$ cat config.mk
export PLATFORM = sky130hd
export DESIGN_NAME = json_string_unescape_utf8_flat
export DESIGN_NICKNAME = d
export VERILOG_FILES = /design/src/rtl/core/jsu_pkg.sv /design/src/rtl/core/jsu_if.sv /design/src/rtl/core/jsu_decode.sv /design/src/rtl/core/json_string_unescape_utf8.sv /design/src/flat_wrapper.sv
export SDC_FILE = /design/constraint.sdc
export NUM_CORES = 1
export LEC_CHECK = 0
export BUFFER_PORTS_ARGS = -buffer_cell sky130_fd_sc_hd__buf_4
export CORE_AREA = 2 2 136 138
export CTS_CLUSTER_SIZE = 16
export DETAILED_ROUTE_END_ITERATION = 10
export DIE_AREA = 0 0 138 140
export HOLD_SLACK_MARGIN = 0.02
export PLACE_DENSITY = 0.65
export SETUP_SLACK_MARGIN = 0.1
export SYNTH_ARGS = -nofsm -noshare
export SYNTH_HDL_FRONTEND = slang
export SYNTH_SLANG_ARGS = --single-unit
$ cat constraint.sdc
create_clock -name clk -period 6.5 [get_ports clk]
set_input_delay 0.975 -clock clk [delete_from_list [all_inputs] [get_ports clk]]
set_output_delay 0.975 -clock clk [all_outputs]
set_load 0.02 [all_outputs]
$ cat src/rtl/core/jsu_pkg.sv
// ----------------------------------------------------------------------------
// jsu_pkg
// Shared types, codes and helper functions for the JSON string decoder.
// ----------------------------------------------------------------------------
`default_nettype none

package jsu_pkg;

    localparam int LENGTH_BITS = 16;

    localparam logic [7:0] CH_QUOTE  = 8'h22;
    localparam logic [7:0] CH_BSLASH = 8'h5c;
    localparam logic [7:0] CH_SLASH  = 8'h2f;
    localparam logic [7:0] CH_U      = 8'h75;
    localparam logic [7:0] CH_SPACE  = 8'h20;

    localparam logic [15:0] HI_SURR_MIN = 16'hd800;
    localparam logic [15:0] HI_SURR_MAX = 16'hdbff;
    localparam logic [15:0] LO_SURR_MIN = 16'hdc00;
    localparam logic [15:0] LO_SURR_MAX = 16'hdfff;

    typedef enum logic [2:0] {
        ST_OK         = 3'd0,
        ST_NO_QUOTE   = 3'd1,
        ST_BAD_ESC    = 3'd2,
        ST_BAD_HEX    = 3'd3,
        ST_BAD_SURR   = 3'd4,
        ST_CTRL_CHAR  = 3'd5
    } status_t;

    typedef enum logic [5:0] {
        M_BODY = 6'b000001,
        M_ESC  = 6'b000010,
        M_HEX1 = 6'b000100,
        M_BSL2 = 6'b001000,
        M_U2   = 6'b010000,
        M_HEX2 = 6'b100000
    } mode_t;

    // Up to four UTF-8 bytes, element 0 leaves first.
    typedef struct packed {
        logic [3:0][7:0] bytes;
        logic [2:0]      cnt;
    } utf8_t;

    // Results caused by one input beat.
    typedef struct packed {
        logic [3:0][7:0] bytes;
        logic [2:0]      cnt;
        logic            last;
        status_t         status;
        logic [15:0]     length;
    } group_t;

    typedef struct packed {
        logic       ok;
        logic [3:0] value;
    } hex_t;

    typedef struct packed {
        logic       ok;
        logic [7:0] value;
    } esc_t;

    function automatic hex_t hex_value(input logic [7:0] b);
        hex_t r;
        r.ok    = 1'b1;
        r.value = 4'd0;
        if (b >= 8'h30 && b <= 8'h39)
            r.value = b[3:0];
        else if ((b >= 8'h61 && b <= 8'h66) || (b >= 8'h41 && b <= 8'h46))
            r.value = 4'(b[2:0] + 3'd1) + 4'd8;
        else
            r.ok = 1'b0;
        return r;
    endfunction

    function automatic esc_t esc_char(input logic [7:0] b);
        esc_t r;
        r.ok = 1'b1;
        unique case (b)
            8'h22:   r.value = 8'h22;
            8'h5c:   r.value = 8'h5c;
            8'h2f:   r.value = 8'h2f;
            8'h62:   r.value = 8'h08;
            8'h66:   r.value = 8'h0c;
            8'h6e:   r.value = 8'h0a;
            8'h72:   r.value = 8'h0d;
            8'h74:   r.value = 8'h09;
            default:
            begin
                r.ok    = 1'b0;
                r.value = 8'h00;
            end
        endcase
        return r;
    endfunction

    function automatic utf8_t utf8_encode(input logic [20:0] u);
        utf8_t r;
        r.bytes = '0;
        if (u <= 21'h7f)
        begin
            r.cnt      = 3'd1;
            r.bytes[0] = u[7:0];
        end
        else if (u <= 21'h7ff)
        begin
            r.cnt      = 3'd2;
            r.bytes[0] = {3'b110, u[10:6]};
            r.bytes[1] = {2'b10, u[5:0]};
        end
        else if (u <= 21'hffff)
        begin
            r.cnt      = 3'd3;
            r.bytes[0] = {4'b1110, u[15:12]};
            r.bytes[1] = {2'b10, u[11:6]};
            r.bytes[2] = {2'b10, u[5:0]};
        end
        else
        begin
            r.cnt      = 3'd4;
            r.bytes[0] = {5'b11110, u[20:18]};
            r.bytes[1] = {2'b10, u[17:12]};
            r.bytes[2] = {2'b10, u[11:6]};
            r.bytes[3] = {2'b10, u[5:0]};
        end
        return r;
    endfunction

endpackage

`default_nettype wire

$ cat src/rtl/core/jsu_if.sv
// ----------------------------------------------------------------------------
// jsu_if
// Valid/ready channels for raw string bytes and decoded result beats.
// ----------------------------------------------------------------------------
`default_nettype none

interface jsu_raw_if;
    logic       valid;
    logic       ready;
    logic [7:0] in_byte;

    modport source (output valid, output in_byte, input ready);
    modport sink   (input valid, input in_byte, output ready);
endinterface

interface jsu_dec_if;
    logic        valid;
    logic        ready;
    logic [7:0]  out_byte;
    logic        byte_valid;
    logic        last;
    logic [2:0]  status;
    logic [15:0] str_length;

    modport source (output valid, output out_byte, output byte_valid, output last,
                    output status, output str_length, input ready);
    modport sink   (input valid, input out_byte, input byte_valid, input last,
                    input status, input str_length, output ready);
endinterface

`default_nettype wire

$ cat src/rtl/core/jsu_decode.sv
// ----------------------------------------------------------------------------
// jsu_decode
// Escape and surrogate state machine; forms the result group of one byte.
// ----------------------------------------------------------------------------
`default_nettype none

module jsu_decode (
    input  wire logic           clk,
    input  wire logic           rst_n,
    input  wire logic           take,
    input  wire logic [7:0]     in_byte,
    output jsu_pkg::group_t     grp
);

    localparam int LB = jsu_pkg::LENGTH_BITS;

    jsu_pkg::mode_t  mode_reg, mode_next;
    logic [1:0]      hex_cnt_reg, hex_cnt_next;
    logic [15:0]     code_high_reg, code_high_next;
    logic [15:0]     code_low_reg, code_low_next;
    logic [LB-1:0]   byte_count_reg, byte_count_next;

    jsu_pkg::hex_t   hx;
    jsu_pkg::esc_t   ec;
    jsu_pkg::utf8_t  enc;
    logic [15:0]     high_shift, low_shift;
    logic [20:0]     pair_code;
    logic [31:0]     count_ext;
    logic [LB:0]     count_sum;

    assign hx         = jsu_pkg::hex_value(in_byte);
    assign ec         = jsu_pkg::esc_char(in_byte);
    assign high_shift = {code_high_reg[11:0], hx.value};
    assign low_shift  = {code_low_reg[11:0], hx.value};
    assign pair_code  = {1'b0, code_high_reg[9:0], low_shift[9:0]} + 21'h10000;
    assign count_ext  = 32'(byte_count_reg);

    always_comb
    begin
        mode_next      = mode_reg;
        hex_cnt_next   = hex_cnt_reg;
        code_high_next = code_high_reg;
        code_low_next  = code_low_reg;
        grp            = '0;
        grp.length     = (count_ext > 32'hffff) ? 16'hffff : count_ext[15:0];
        enc            = '0;

        unique case (mode_reg)
            jsu_pkg::M_BODY:
            begin
                priority if (in_byte == jsu_pkg::CH_QUOTE)
                begin
                    grp.last   = 1'b1;
                    grp.status = jsu_pkg::ST_OK;
                end
                else if (in_byte == jsu_pkg::CH_BSLASH)
                    mode_next = jsu_pkg::M_ESC;
                else if (in_byte == 8'h00)
                begin
                    grp.last   = 1'b1;
                    grp.status = jsu_pkg::ST_NO_QUOTE;
                end
                else if (in_byte < jsu_pkg::CH_SPACE)
                begin
                    grp.last   = 1'b1;
                    grp.status = jsu_pkg::ST_CTRL_CHAR;
                end
                else
                begin
                    grp.cnt      = 3'd1;
                    grp.bytes[0] = in_byte;
                end
            end
            jsu_pkg::M_ESC:
            begin
                priority if (in_byte == jsu_pkg::CH_U)
                begin
                    mode_next      = jsu_pkg::M_HEX1;
                    hex_cnt_next   = 2'd0;
                    code_high_next = '0;
                end
                else if (ec.ok)
                begin
                    mode_next    = jsu_pkg::M_BODY;
                    grp.cnt      = 3'd1;
                    grp.bytes[0] = ec.value;
                end
                else
                begin
                    grp.last   = 1'b1;
                    grp.status = jsu_pkg::ST_BAD_ESC;
                end
            end
            jsu_pkg::M_HEX1:
            begin
                priority if (!hx.ok)
                begin
                    grp.last   = 1'b1;
                    grp.status = jsu_pkg::ST_BAD_HEX;
                end
                else if (hex_cnt_reg != 2'd3)
                begin
                    code_high_next = high_shift;
                    hex_cnt_next   = hex_cnt_reg + 2'd1;
                end
                else if (high_shift >= jsu_pkg::HI_SURR_MIN &&
                         high_shift <= jsu_pkg::HI_SURR_MAX)
                begin
                    code_high_next = high_shift;
                    mode_next      = jsu_pkg::M_BSL2;
                end
                else
                begin
                    code_high_next = high_shift;
                    mode_next      = jsu_pkg::M_BODY;
                    enc            = jsu_pkg::utf8_encode({5'd0, high_shift});
                    grp.cnt        = enc.cnt;
                    grp.bytes      = enc.bytes;
                end
            end
            jsu_pkg::M_BSL2:
            begin
                if (in_byte == jsu_pkg::CH_BSLASH)
                    mode_next = jsu_pkg::M_U2;
                else
                begin
                    grp.last   = 1'b1;
                    grp.status = jsu_pkg::ST_BAD_SURR;
                end
            end
            jsu_pkg::M_U2:
            begin
                if (in_byte == jsu_pkg::CH_U)
                begin
                    mode_next     = jsu_pkg::M_HEX2;
                    hex_cnt_next  = 2'd0;
                    code_low_next = '0;
                end
                else
                begin
                    grp.last   = 1'b1;
                    grp.status = jsu_pkg::ST_BAD_SURR;
                end
            end
            jsu_pkg::M_HEX2:
            begin
                priority if (!hx.ok)
                begin
                    grp.last   = 1'b1;
                    grp.status = jsu_pkg::ST_BAD_SURR;
                end
                else if (hex_cnt_reg != 2'd3)
                begin
                    code_low_next = low_shift;
                    hex_cnt_next  = hex_cnt_reg + 2'd1;
                end
                else if (low_shift < jsu_pkg::LO_SURR_MIN ||
                         low_shift > jsu_pkg::LO_SURR_MAX)
                begin
                    grp.last   = 1'b1;
                    grp.status = jsu_pkg::ST_BAD_SURR;
                end
                else
                begin
                    code_low_next = low_shift;
                    mode_next     = jsu_pkg::M_BODY;
                    enc           = jsu_pkg::utf8_encode(pair_code);
                    grp.cnt       = enc.cnt;
                    grp.bytes     = enc.bytes;
                end
            end
            default:
                mode_next = jsu_pkg::M_BODY;
        endcase

        if (grp.last)
            grp.cnt = 3'd1;
        else
            grp.length = '0;

        count_sum = {1'b0, byte_count_reg} + (LB+1)'(grp.cnt);

        if (grp.last)
            byte_count_next = '0;
        else if (count_sum[LB])
            byte_count_next = '1;
        else
            byte_count_next = count_sum[LB-1:0];

        if (grp.last)
        begin
            mode_next      = jsu_pkg::M_BODY;
            hex_cnt_next   = 2'd0;
            code_high_next = '0;
            code_low_next  = '0;
        end
    end

    always_ff @(posedge clk or negedge rst_n)
    begin
        if (!rst_n)
        begin
            mode_reg       <= jsu_pkg::M_BODY;
            hex_cnt_reg    <= 2'd0;
            code_high_reg  <= '0;
            code_low_reg   <= '0;
            byte_count_reg <= '0;
        end
        else if (take)
        begin
            mode_reg       <= mode_next;
            hex_cnt_reg    <= hex_cnt_next;
            code_high_reg  <= code_high_next;
            code_low_reg   <= code_low_next;
            byte_count_reg <= byte_count_next;
        end
    end

endmodule

`default_nettype wire

$ cat src/rtl/core/json_string_unescape_utf8.sv
// ----------------------------------------------------------------------------
// json_string_unescape_utf8
// JSON string body decoder: unescapes and emits UTF-8, one byte per beat.
// ----------------------------------------------------------------------------
// Takes one raw byte per cycle while raw.ready is high. Plain bytes and
// single-letter escapes give one result beat, registered in the result buffer.
// A \uXXXX escape gives 1 to 3 beats and a surrogate pair 4, all issued in
// order from a four-entry result buffer; raw.ready stays low until that buffer
// hands out its last beat. A closing quote or an error gives one beat with
// last set, status and the decoded length, after which the decoder is back in
// the string body state.
`default_nettype none

module json_string_unescape_utf8 (
    input  wire logic  clk,
    input  wire logic  rst_n,
    jsu_raw_if.sink    raw,
    jsu_dec_if.source  dec
);

    jsu_pkg::group_t  grp;
    logic             take;
    logic             pop;
    logic             drained;

    logic [3:0][7:0]  buf_bytes_reg;
    logic [2:0]       buf_cnt_reg;
    logic             buf_last_reg;
    logic [2:0]       buf_status_reg;
    logic [15:0]      buf_len_reg;

    assign pop       = dec.valid && dec.ready;
    assign drained   = (buf_cnt_reg == 3'd0) || (pop && buf_cnt_reg == 3'd1);
    assign raw.ready = drained;
    assign take      = raw.valid && raw.ready;

    jsu_decode u_decode (
        .clk     (clk),
        .rst_n   (rst_n),
        .take    (take),
        .in_byte (raw.in_byte),
        .grp     (grp)
    );

    always_ff @(posedge clk or negedge rst_n)
    begin
        if (!rst_n)
            buf_cnt_reg <= 3'd0;
        else if (take && grp.cnt != 3'd0)
            buf_cnt_reg <= grp.cnt;
        else if (pop)
            buf_cnt_reg <= buf_cnt_reg - 3'd1;
    end

    always_ff @(posedge clk)
    begin
        if (take && grp.cnt != 3'd0)
        begin
            buf_bytes_reg  <= grp.bytes;
            buf_last_reg   <= grp.last;
            buf_status_reg <= grp.status;
            buf_len_reg    <= grp.length;
        end
        else if (pop)
            buf_bytes_reg <= {8'h00, buf_bytes_reg[3:1]};
    end

    assign dec.valid      = buf_cnt_reg != 3'd0;
    assign dec.out_byte   = buf_last_reg ? 8'h00 : buf_bytes_reg[0];
    assign dec.byte_valid = !buf_last_reg;
    assign dec.last       = buf_last_reg;
    assign dec.status     = buf_last_reg ? buf_status_reg : 3'd0;
    assign dec.str_length = buf_last_reg ? buf_len_reg : 16'd0;

endmodule

`default_nettype wire

$ cat src/flat_wrapper.sv
// flat-port wrapper written by rule: the top's interface ports become plain ports
module json_string_unescape_utf8_flat 
  (clk, rst_n, raw_valid, raw_in_byte, raw_ready, dec_valid, dec_out_byte, dec_byte_valid, dec_last, dec_status, dec_str_length, dec_ready);
  jsu_raw_if raw_i ();
  jsu_dec_if dec_i ();
  input  wire logic clk;
  input  wire logic rst_n;
  input wire logic [$bits(raw_i.valid)-1:0] raw_valid;
  input wire logic [$bits(raw_i.in_byte)-1:0] raw_in_byte;
  output wire logic [$bits(raw_i.ready)-1:0] raw_ready;
  output wire logic [$bits(dec_i.valid)-1:0] dec_valid;
  output wire logic [$bits(dec_i.out_byte)-1:0] dec_out_byte;
  output wire logic [$bits(dec_i.byte_valid)-1:0] dec_byte_valid;
  output wire logic [$bits(dec_i.last)-1:0] dec_last;
  output wire logic [$bits(dec_i.status)-1:0] dec_status;
  output wire logic [$bits(dec_i.str_length)-1:0] dec_str_length;
  input wire logic [$bits(dec_i.ready)-1:0] dec_ready;
  assign raw_i.valid = raw_valid;
  assign raw_i.in_byte = raw_in_byte;
  assign raw_ready = raw_i.ready;
  assign dec_valid = dec_i.valid;
  assign dec_out_byte = dec_i.out_byte;
  assign dec_byte_valid = dec_i.byte_valid;
  assign dec_last = dec_i.last;
  assign dec_status = dec_i.status;
  assign dec_str_length = dec_i.str_length;
  assign dec_i.ready = dec_ready;
  json_string_unescape_utf8 u_core (.clk(clk), .rst_n(rst_n), .raw(raw_i), .dec(dec_i));
endmodule
# Word level (Yosys, flattened, before mapping)
# Index checks and enable logic that the tools add are counted.
# totals
register_bits	103
latchBits	0
mem_bits_rw	0
mem_bits_ro	0
input_bits	12
output_inout_bits	31
word_cells	191
memories	0
# classes
add_sub_neg	6
multipliers	0
div	0
magnitude_cmp	17
n_eq_ne	32
n_shift	0
muxes	96
bitwise	0
reduce_logical	27
# op_table
cell	n
27-bit two-way mux	12
35-bit two-way mux	5
19-bit two-way mux	7
16-bit two-way mux	6
12-bit two-way mux	7
6-bit two-way mux	12
11-bit two-way mux	6
32-bit two-way mux	2
8-bit by 7-bit == test with 1-bit output (second input constant)	7
7-bit case mux with 8 select lines	1
4-bit two-way mux	12
12-bit case mux with 2 select lines	2
24-bit case mux with 2 select lines	1
11-bit case mux with 4 select lines	1
39-bit two-way mux	1
6-bit case mux with 6 select lines	1
16-bit > comparator (second input constant)	2
15-bit two-way mux	2
3-bit by 2-bit inequality test with 1-bit output (second input constant)	10
25-bit two-way mux	1
24-bit two-way mux	1
8-bit two-way mux	3
4-bit case mux with 6 select lines	1
20-bit by 17-bit adder with 21-bit output (second input constant)	1
45 further kinds	74

# Logic depth before layout (Yosys ltp)
# depth
ltp_word	29
mapped_depth	25
ltp_nobuf	22

# By module
# A second synthesis with hierarchy kept.
# unflattened
cells_unflattened	731
area_unflattened_um2	6857.8
# by_module_without_submodules
mod	n_inst	cells_per_inst	area_per_inst_um2	seq_area_each_um2
jsu_decode	1	580	4408.0	1202.4
json_string_unescape_utf8	1	151	2449.8	1636.6

# Least setup slack after synthesis
# OpenSTA, ideal clock, no wires.
# synth_path
path_type	input -> register
start	in raw_in_byte[0]
end	reg u_core.u_decode.byte_count_reg[5]
t_arrival_ns	5.431
required_time_ns	6.363
path_slack_ns	0.932
path_stages	23
n_path_buf	2
cell_sequence	buf_2 inv_1 ha_1 or3b_1 and3_4 xnor2_4 nand3_4 o32ai_2 nand2_1 a2111oi_4 nand2_1 ha_1 fa_1 and2_1 o21ai_0 or2_2 nor2_1 nand3_1 or2_2 clkbuf_1 o21ai_0 a21oi_1 a21oi_1
# synth_between
elab_chain_cells	29
# synth_rtl
element	line_no	source
start: declaration	flat_wrapper.sv:9	input wire logic [$bits(raw_i.in_byte)-1:0] raw_in_byte;
parallel branches: the longest is 28 deep, another holds 20-bit by 17-bit adder with 21-bit output	n/a	
16-bit two-way mux (*)	jsu_decode.sv:183	if (grp.last)
end signal: assignment	jsu_decode.sv:215	byte_count_reg <= byte_count_next;
end: declaration	jsu_decode.sv:21	logic [LB-1:0] byte_count_reg, byte_count_next;
# Every way passes the cells marked *. The select of a mux whose other input is x is not followed.
# A chain may end at the register's enable or synchronous reset.

# Worst setup path after layout
# Ends and elaborated chain as after synthesis.

==> results.yml <==
placement:
  dp_hpwl_mm: 14.8
  io_buffers: 42
  gp_congestion: 0.990
  placed_area_um2: 7440
sta:
  finalSetupTns_ns: 0
  fin_crit_sh: 0.864
  rsz0062_at_grt: "false"
  slew_viol_final: 0
  hold-worst-slack_ns: 0.490
  tightest_slew_ns: 0.827
  hold_viol_final: 0
  setup_viol: 0
  maxSlewHeadroom: 0.445
  skew_ns: 0.0120
  finalCriticalPeriod_ns: 5.62
  timing.fmax_ghz: 0.178
setup_path:
  r2r_slack_ns: 1.53
  crit_type: "in2reg"
  max_stage_delay_ns: 0.46
  start_kind: "primary input"
  r2r-end: "u_core.u_decode.byte_count_reg[5]"
  crit_family: "compound AO/OA/AOI/OAI gates"
  crit_path_top_delay_cell: "a2111oi_4"
  ff2ff_path_depth: 20
  crit_path_end_kind: "flip-flop"
  crit_arrival_ns: 5.82
  crit_fanout: 10
  cp.depth: 22
  cp_cell_sequence: "buf_4, inv_1, ha_1, nor4b_4, nor4_2, a21oi_4, a21o_1, o32ai_2, nand2_1, a2111oi_4, nand2_1, ha_1, fa_1, and2_1, o21ai_0, or2_2, nor2_1, nand3_1, or2_2, o21ai_0, a21oi_1, a21oi_1"
  path_buf_inv: 2
  r2r-start: "u_core.u_decode.code_high_reg[7]"
  cp.required_ns: 6.71
drt:
  wl_per_cell_um: 19.3
  wl_met2_mm: 8.40
  dr.pass1.iters: 5
  wl_met3_mm: 1.69
  top_layer: "met4"
  met1_length_mm: 9.55
  via_count: 6246
  postRouteAntennaNets: 0
  wl_mm: 20.1
  drc_errors: 0
  viasPerCell: 5.99
  detail_route.iter0.violations: 745
logic_synthesis:
  ys_async_sr_fraction: 0.510
  ys_ff_latch: 100
  synth_edf_count: 49
  synth_top_flop_cell: "dfrtp_1"
  synthTopCellsByArea: "edfxtp_1 (21%), dfrtp_1 (18%), nand2_1 (5.3%), o21ai_0 (3.7%), nor2_1 (3.7%)"
  syn_area_um2: 6980
  ys_types: 97
  netlist.area_leader.share: 0.211
  syn-mean-instance-area_um2: 8.87
  synth_nets: 816
  yosys.area.top_type: "edfxtp_1"
  synthCells: 787
  yosysSeqAreaShare: 0.394
  synth_warnings: 0
cts:
  path_clk_slew_ns: 0.08
  cts_buffer_depth: 2
  cts-resized-gates: 0
  cts_tree: "done"
  numCtsBuffers: 9
  cts.sinks: 100
  cts_setup_buffers: 0
  cts.htree.levels: 3
  clock_latency_ns: 0.36
  clk_root_buffer_cell: "clkbuf_16"
  cts.hold.buffers_added: 0
flow_run:
  max_cap_viol_count: 0
global_routing:
  antenna_found_initial: 0
  gr-total-overflow: 0
  track_usage: 0.208
  grt_start_max_net_pins: 52
  grt_pass1_wl_mm: 32.2
  grt_pass1_vias: 5633
layout:
  finish.instance_area_um2: 7740
  drive_gt1_frac: 0.134
  final_nets: 837
  largest_reg_flops: 29
  areaGrowthSynthToFinish_pct: 10.9
  diodes: 0
  postLayoutCoreUtil: 0.435
die:
  dieArea_um2: 19300
  start_util: 0.392
  rows: 49
  core_area_um2: 17800
  num_io_pins: 43
  die_width_um: 138
  fp.dieH_um: 140
power:
  power_mw: 2.10
  power_switching_mw: 0.763
  clkPwrFrac: 0.254
  p_sw_frac: 0.364
  p_int_mw: 1.33
  cellLeakagePower_nw: 2.98
  cellPowerDensity_nw_per_um2: 271
  peakVddDrop_mv: 0.180
  seqPwrFrac: 0.420
  power_frac_comb: 0.326
outcome:
  outcome: "finished clean"
worst_hold_path:
  hold_depth: 2
  whs_endpoint: "u_core.u_decode.code_low_reg[10]"
  min-delay-start: "u_core.u_decode.code_low_reg[10]"
  hold_path.class: "reg2reg"
-- cells by family (layout without fill, tap and decap cells) --
logic type	after synthesis	in the layout	synth area share
AND/OR/NAND/NOR	341	341	0.259
buffers and inverters	72	98	0.0486
multiplexers	7	7	0.0109
flip-flops	100	100	0.394
XOR/XNOR	4	4	0.00771
adder cells (fa/ha/maj)	17	17	0.0316
AO/OA/AOI/OAI	246	246	0.248
-- power by group through the flow --
stage | clock network [mW] | logic [mW] | registers [mW]
after floorplan | 0 | 0.493 | 0.870
after global placement | 0 | 0.669 | 0.887
after detailed placement | 0 | 0.675 | 0.893
after CTS | 0.543 | 0.677 | 0.880
after global routing | 0.566 | 0.761 | 0.892
final | 0.532 | 0.684 | 0.879
-- metal layers --
layer,vias up,track usage
met4,0,0.0650
li1,2977,-
met3,39,0.0386
met5,-,0
met1,2932,0.318
met2,298,0.298
-- final cells by class --
class,count,area [um2]
sequential,100,2750
inverter,27,106
clock inverter,7,67.6
multi-input combinational,615,3890
clock buffer,9,225
timing repair buffer,55,413
tap,229,287
fill,1755,10000
-- worst register-to-register path, cell delays in order, from the launching register on --
cell,delay [ns]
dfrtp_1,0.68
inv_1,0.19
ha_1,0.37
nor2_1,0.07
o211ai_1,0.28
nor2_1,0.20
o31ai_1,0.13
nand3_1,0.20
o21ai_0,0.37
nand2_1,0.15
ha_1,0.25
fa_1,0.38
and2_1,0.18
o21ai_0,0.38
or2_2,0.20
nor2_1,0.06
nand3_1,0.17
or2_2,0.25
o21ai_0,0.11
a21oi_1,0.15
a21oi_1,0.06
-- cell usage in the layout (no fill, tap or decap), types with 12 or more instances in the layout --
cell      instances
nand2_1          99
o21ai_0          51
nor2_1           68
buf_4            55
nand3_1          25
edfxtp_1         49
and2_1           40
dfrtp_1          50
nor2b_1          12
nor3_1           17
a21oi_1          50
inv_1            25
o31ai_1          24
ha_1             16
-- cell usage after synthesis (all sizes together) (7+ instances only) --
| master | n |
|---|---|
| dfrtp | 50 |
| nor3 | 18 |
| nand2 | 99 |
| or2 | 8 |
| and3 | 9 |
| a31oi | 9 |
| nand2b | 9 |
| and2 | 40 |
| nand3b | 7 |
| inv | 26 |
| nor2 | 69 |
| a211oi | 12 |
| a221oi | 9 |
| o22ai | 7 |
| nand3 | 26 |
| nor4 | 10 |
| clkbuf | 20 |
| o31ai | 24 |
| o21ai | 64 |
| nor2b | 12 |
| a21oi | 53 |
| edfxtp | 49 |
| ha | 16 |
| a21o | 11 |
| buf | 25 |
| nand4 | 10 |
-- metrics by stage --
| step | setup WS, ns | instances |
|---|---|---|
| 2_1_floorplan | 0.932 | 787 |
| 3_3_place_gp | 0.696 | 1026 |
| 3_5_place_dp | 0.609 | 1026 |
| 4_1_cts | 0.983 | 1042 |
| 5_1_grt | 0.425 | 1042 |
| 6_report | 0.883 | 1042 |
-- how the worst max path moves through the flow --
| stage | start | to | slack [ns] |
|---|---|---|---|
| finish | raw_in_byte[0] | u_core.u_decode.byte_count_reg[5] | 0.88 |
| global route | raw_in_byte[0] | u_core.u_decode.byte_count_reg[5] | 0.43 |
| CTS | raw_in_byte[0] | u_core.u_decode.byte_count_reg[5] | 0.98 |
| detailed placement | raw_in_byte[0] | u_core.u_decode.byte_count_reg[5] | 0.61 |
| global placement | raw_in_byte[0] | u_core.u_decode.byte_count_reg[5] | 0.70 |
| floorplan | raw_in_byte[0] | u_core.u_decode.byte_count_reg[5] | 0.93 |
(Power assumes the default switching activity.)
